==> config.mk <==
export PLATFORM = sky130hd
export DESIGN_NAME = fault_line_keyword_classifier_unit
export DESIGN_NICKNAME = d
export VERILOG_FILES = /design/src/hdl/flkc_pkg.sv /design/src/hdl/flkc_match.sv /design/src/hdl/fault_line_keyword_classifier_unit.sv
export SDC_FILE = /design/constraint.sdc
export NUM_CORES = 1
export LEC_CHECK = 0
export ABC_AREA = 1
export BUFFER_PORTS_ARGS = -buffer_cell sky130_fd_sc_hd__buf_4
export CORE_UTILIZATION = 35
export DETAILED_ROUTE_END_ITERATION = 10
export SKIP_CTS_REPAIR_TIMING = 1
export SYNTH_ARGS = -nofsm -noshare
export SYNTH_HDL_FRONTEND = slang
export SYNTH_SLANG_ARGS = --single-unit
==> constraint.sdc <==
create_clock -name clock -period 4 [get_ports clock]
set_clock_uncertainty 0.2 [all_clocks]
set_input_delay 0.2 -clock clock [delete_from_list [all_inputs] [get_ports clock]]
set_output_delay 0.2 -clock clock [all_outputs]
set_load 0.1 [all_outputs]
==> src/hdl/flkc_pkg.sv <==
// Shared types, keyword table and class codes for the fault line keyword classifier.
// No dependencies; used by flkc_match and fault_line_keyword_classifier_unit.
package flkc_pkg;

   localparam int WinDepth   = 14;
   localparam int KwCount    = 16;
   localparam int KwMaxLen   = WinDepth + 1;
   localparam int GroupCount = 5;

   typedef logic [7:0]                char_type;
   typedef logic [1:0]                action_type;
   typedef logic [WinDepth-1:0][7:0]  window_type;
   typedef logic [GroupCount-1:0]     hits_type;
   typedef logic [8*KwMaxLen-1:0]     kw_text_type;
   typedef logic [3:0]                kw_len_type;
   typedef logic [2:0]                kw_group_type;

   localparam action_type ActByte = 2'd0;
   localparam action_type ActLast = 2'd1;
   localparam action_type ActEnd  = 2'd2;

   typedef enum logic [2:0] {
      CLS_NONE    = 3'd0,
      CLS_THERMAL = 3'd1,
      CLS_ENDSTOP = 3'd2,
      CLS_SERIAL  = 3'd3,
      CLS_COMMAND = 3'd4,
      CLS_FAULT   = 3'd5,
      CLS_UNKNOWN = 3'd6
   } class_type;

   // right aligned: last character sits in bits [7:0]
   localparam kw_text_type KW_TEXT [KwCount] = '{
      "thermal", "temp", "heater",
      "endstop", "homing failed", "home failed",
      "serial", "line number", "checksum", "resend",
      "unknown command", "bad command",
      "error:", "fault", "halted", "!!"
   };

   localparam kw_len_type KW_LEN [KwCount] = '{
      4'd7, 4'd4, 4'd6,
      4'd7, 4'd13, 4'd11,
      4'd6, 4'd11, 4'd8, 4'd6,
      4'd15, 4'd11,
      4'd6, 4'd5, 4'd6, 4'd2
   };

   localparam kw_group_type KW_GROUP [KwCount] = '{
      3'd0, 3'd0, 3'd0,
      3'd1, 3'd1, 3'd1,
      3'd2, 3'd2, 3'd2, 3'd2,
      3'd3, 3'd3,
      3'd4, 3'd4, 3'd4, 3'd4
   };

   function automatic char_type fold_case(input char_type c);
      if (c >= 8'h41 && c <= 8'h5A) begin
         return c + 8'd32;
      end
      return c;
   endfunction

   function automatic class_type line_class(input logic nonempty, input hits_type hits);
      if (!nonempty) begin
         return CLS_NONE;
      end
      if (hits[0]) return CLS_THERMAL;
      if (hits[1]) return CLS_ENDSTOP;
      if (hits[2]) return CLS_SERIAL;
      if (hits[3]) return CLS_COMMAND;
      if (hits[4]) return CLS_FAULT;
      return CLS_UNKNOWN;
   endfunction

endpackage

==> src/hdl/flkc_match.sv <==
// Parallel keyword compare of the newest byte and the window of earlier bytes.
// Depends on flkc_pkg for the keyword table and the case fold.
module flkc_match (
   input  flkc_pkg::char_type   cur_char,
   input  flkc_pkg::window_type window,
   output flkc_pkg::hits_type   hits
);
   import flkc_pkg::*;

   char_type folded [KwMaxLen];
   logic     kw_hit [KwCount];

   always_comb begin
      folded[0] = fold_case(cur_char);
      for (int i = 1; i < KwMaxLen; i++) begin
         folded[i] = fold_case(window[i-1]);
      end
   end

   always_comb begin
      for (int k = 0; k < KwCount; k++) begin
         kw_hit[k] = 1'b1;
         for (int j = 0; j < KwMaxLen; j++) begin
            if (j < int'(KW_LEN[k]) && folded[j] != KW_TEXT[k][8*j +: 8]) begin
               kw_hit[k] = 1'b0;
            end
         end
      end
   end

   always_comb begin
      hits = '0;
      for (int k = 0; k < KwCount; k++) begin
         if (kw_hit[k]) begin
            hits[KW_GROUP[k]] = 1'b1;
         end
      end
   end

endmodule

==> src/hdl/fault_line_keyword_classifier_unit.sv <==
// Top level of the fault line keyword classifier: request register, window state, result register.
// Depends on flkc_pkg and flkc_match.
//
//  channel  ports                             direction  meaning
//  req      req_valid/ready, char_code,action  in         one byte or line end
//  rsp      rsp_valid/ready, error_class       out        class of a finished line
//
// One request per cycle while req_ready is high; a line end's class goes to the result register.
// The keyword compare of the newest byte against the 14-byte window fills the one
// stage between the request register and the result register.
// Reset clears the window, hit flags and all valid flags.
// A waiting result stalls only a request that ends a line; byte requests keep flowing.
module fault_line_keyword_classifier_unit (
   input  logic                clock,
   input  logic                reset,
   input  flkc_pkg::char_type   req_char_code,
   input  flkc_pkg::action_type req_action,
   input  logic                req_valid,
   output logic                req_ready,
   output logic [2:0]          rsp_error_class,
   output logic                rsp_valid,
   input  logic                rsp_ready
);
   import flkc_pkg::*;

   logic       s1_valid_ff, s1_valid_in;
   char_type   s1_char_ff;
   action_type s1_action_ff;

   window_type window_ff, window_in;
   hits_type   hits_ff, hits_in;
   logic       nonempty_ff, nonempty_in;

   logic       rsp_valid_ff, rsp_valid_in;
   class_type  rsp_class_ff, rsp_class_in;

   hits_type   match_hits;
   logic       s1_emits, s1_take;

   flkc_match u_match (
      .cur_char (s1_char_ff),
      .window   (window_ff),
      .hits     (match_hits)
   );

   assign s1_emits  = s1_action_ff inside {ActLast, ActEnd};
   assign s1_take   = s1_valid_ff && (!s1_emits || !rsp_valid_ff || rsp_ready);
   assign req_ready = !s1_valid_ff || s1_take;

   assign rsp_valid       = rsp_valid_ff;
   assign rsp_error_class = rsp_class_ff;

   always_comb begin
      s1_valid_in  = req_ready ? req_valid : s1_valid_ff;
      window_in    = window_ff;
      hits_in      = hits_ff;
      nonempty_in  = nonempty_ff;
      rsp_class_in = rsp_class_ff;
      rsp_valid_in = rsp_valid_ff && !rsp_ready;
      if (s1_take) begin
         case (s1_action_ff)
            ActByte: begin
               window_in   = {window_ff[WinDepth-2:0], s1_char_ff};
               hits_in     = hits_ff | match_hits;
               nonempty_in = 1'b1;
            end
            ActLast: begin
               rsp_class_in = line_class(1'b1, hits_ff | match_hits);
               rsp_valid_in = 1'b1;
               window_in    = '0;
               hits_in      = '0;
               nonempty_in  = 1'b0;
            end
            ActEnd: begin
               rsp_class_in = line_class(nonempty_ff, hits_ff);
               rsp_valid_in = 1'b1;
               window_in    = '0;
               hits_in      = '0;
               nonempty_in  = 1'b0;
            end
            default: begin
            end
         endcase
      end
   end

   always_ff @(posedge clock) begin
      if (reset) begin
         s1_valid_ff  <= 1'b0;
         rsp_valid_ff <= 1'b0;
         window_ff    <= '0;
         hits_ff      <= '0;
         nonempty_ff  <= 1'b0;
      end else begin
         s1_valid_ff  <= s1_valid_in;
         rsp_valid_ff <= rsp_valid_in;
         window_ff    <= window_in;
         hits_ff      <= hits_in;
         nonempty_ff  <= nonempty_in;
      end
   end

   always_ff @(posedge clock) begin
      if (req_valid && req_ready) begin
         s1_char_ff   <= req_char_code;
         s1_action_ff <= req_action;
      end
      rsp_class_ff <= rsp_class_in;
   end

endmodule
==> results.toml <==
[clock_network]
cts_buffer_depth = 2
cts_buffers = 17
clkTransAtPathRegs_ns = 0.05
clock_sinks = 133
cts_root_buf = "clkbuf_16"
cts_tree = "built"
htree_levels = 4
clock_latency_ns = 0.42

[critical_path]
path_common_cell = "nand2_1"
crit_chain = "ha_1, inv_1, nand2_1, nand2_1, nor2_1, clkinv_2, buf_4, nand2_1, a21oi_1"
worst-path-max-fanout = 51
worstPathRequired_ns = 4.06
worstSetupEndpointType = "register"
critical_path_buf_inv_count = 3
crit_start = "s1_action_ff[1]"
crit_family = "buffers and inverters"
r2r-start = "s1_action_ff[1]"
arrival_ns = 2.77
slowest_delay_ns = 0.57
critPathSlowestCell = "clkinv_2"
critPathKind = "register to register"
ff2ff_path_depth = 9
startpoint_type = "register"
cp.depth = 9

[timing]
rsz0062_at_grt = "false"
hold_slack_ns = 0.124
slew_headroom_pct = 44.0
setup_viol = 0
timing.fmax_mhz = 369
fin_crit_ns = 2.71
fin_crit_sh_pct = 67.7
setup_ws_ns = 1.29
tns_ns = 0
worst_pin_slew_ns = 0.837
finalHoldViolCount = 0
slew_viol_final = 0

[detailed_routing]
vias = 6748
post-route-drc-count = 0
vias_per_cell = 4.80
routedWlPerCell_um = 13.0
ant_nets = 0
drt_iter0_drc = 447
first_pass_iters = 5
wl_um = 18200

[placed_design]
portBuffers = 18
dp_worst_setup_slack_ns = 1.25
gp_congestion = 0.926
place.detailed.hpwl_um = 12700

[synthesis]
syn-cell-area_sq_um = 7180
yosysUniqueCellTypes = 35
synth-seq-cells = 133
ys_top_cells_by_area = "dfxtp_1, nand2_1, a21oi_1, nor2_1, inv_1"
synth_top_area_share_pct = 33.5
async_flop_share_pct = 0
synth.most_common_cell = "nand2_1"
mappedNetlistNets = 1143
synth_cells = 1112
yosysSeqAreaShare_pct = 38.9
yosys-top-cells-count = "nand2_1, a21oi_1, nor2_1"
yosysTopAreaCell = "dfxtp_1"
ys_warn_count = 0
postSynthAreaPerCell_sq_um = 6.46
synth-edff-count = 13
synth_ff_type = "dfxtp_1"

[floorplanning]
core.rowCount = 52
die_y_um = 145
boundaryPins = 19
core_area_sq_um = 20200
die_x_um = 145
start_util_pct = 35.6
die-area_sq_um = 21100

[min_path]
min_from = "reset"
hold_path_depth = 2
hp-class = "input pin to register"

[cells_and_area]
nNetsFinal = 1157
n_antenna_cell = 0
final_layout_size_suffix_gt1_share_pct = 7.57
syn_to_final_growth_pct = 14.3
final_core_util_pct = 40.7

[pwr]
seqPwrFrac_pct = 46.2
p_int_mw = 2.29
p_clk_share_pct = 49.0
p_comb_share_pct = 4.8
swShare_pct = 22.9
ir_drop_uv = 281
p_per_area_nw_per_um2 = 362
cellLeakagePower_nw = 2.97
power_switching_mw = 0.680
power_mw = 2.97

[global_routing]
grt_pass1_vias = 6346
globalRouteOverflowTotal = 0
grt.total_usage_pct = 17.7
grt_start_max_net_pins = 91
grt_pass1_wl_um = 30300
antenna_found_initial = 0

[run]
drv_cap = 0

[status]
status = "completed"
## final timing paths
kind	slack (ns)	endpoint
worst min register to register	0.27	window_ff[107]
worst min-delay path	0.12	window_ff[46]
worst max-delay path	1.29	window_ff[87]
worst max register to register	1.29	window_ff[87]
## through the flow
step	area, sq um	instances
2_1_floorplan	7180	1112
3_5_place_dp	7550	1365
6_report	8200	1406
5_1_grt	8200	1406
4_1_cts	8080	1394
3_3_place_gp	7550	1365
## sequential cells by signal, indices dropped and copies added (netlist names)
signal / count
window_ff: 112
s1_char_ff: 8
hits_ff: 5
rsp_error_class: 3
s1_action_ff: 2
nonempty_ff: 1
rsp_valid: 1
s1_valid_ff: 1
## layout make-up
| cell class | instances | area, sq um |
|---|---|---|
| clock buffer | 24 | 482 |
| clock inverter | 5 | 51.3 |
| fill | 2183 | 12000 |
| inverter | 124 | 468 |
| multi-input combinational | 815 | 3770 |
| sequential | 133 | 2790 |
| tap | 270 | 338 |
| timing repair buffer | 35 | 305 |
## power groups by stage
stage | Clock, mW | Combinational (mW) | Sequential [mW]
detailed placement | 0 | 0.133 | 1.40
floorplan | 0 | 0.0853 | 1.41
global placement | 0 | 0.132 | 1.40
CTS | 1.49 | 0.133 | 1.37
finish | 1.45 | 0.142 | 1.37
global route | 1.55 | 0.156 | 1.37
## logic make-up (layout without fill, tap and decap cells)
logic type | Yosys count | in the layout | share of synthesized area, %
AND/OR/NAND/NOR | 656 | 656 | 39.1
buffers and inverters | 164 | 188 | 8.64
AO/OA/AOI/OAI | 142 | 142 | 10.4
flip-flops | 133 | 133 | 38.9
adder cells (fa/ha/maj) | 17 | 17 | 2.96
## layout by cell type (no fill, tap or decap), drive strengths merged
cell type	count
nand2	381
nor2	137
a21oi	131
inv	122
dfxtp	120
nand3	64
nand4	27
nor3	27
clkbuf	24
buf	23
ha	17
edfxtp	13
dlygate4sd3	12
nand3b	6
clkinv	6
o21ai	5
nor4	5
o21bai	5
or2	2
and3	2
nor4b	2
nor3b	1
nor2b	1
and2	1
o31ai	1
bufinv	1
## layer usage
metal,vias up,share of wire (%),global-route usage (%),wire (um)
li1,3585,-,-,-
met4,0,1.4,5.47,264
met3,19,3.6,4.40,652
met5,-,0,0,0
met1,3044,46,21.9,8410
met2,100,49,30.0,8880
Power figures use the tool's default switching activity.
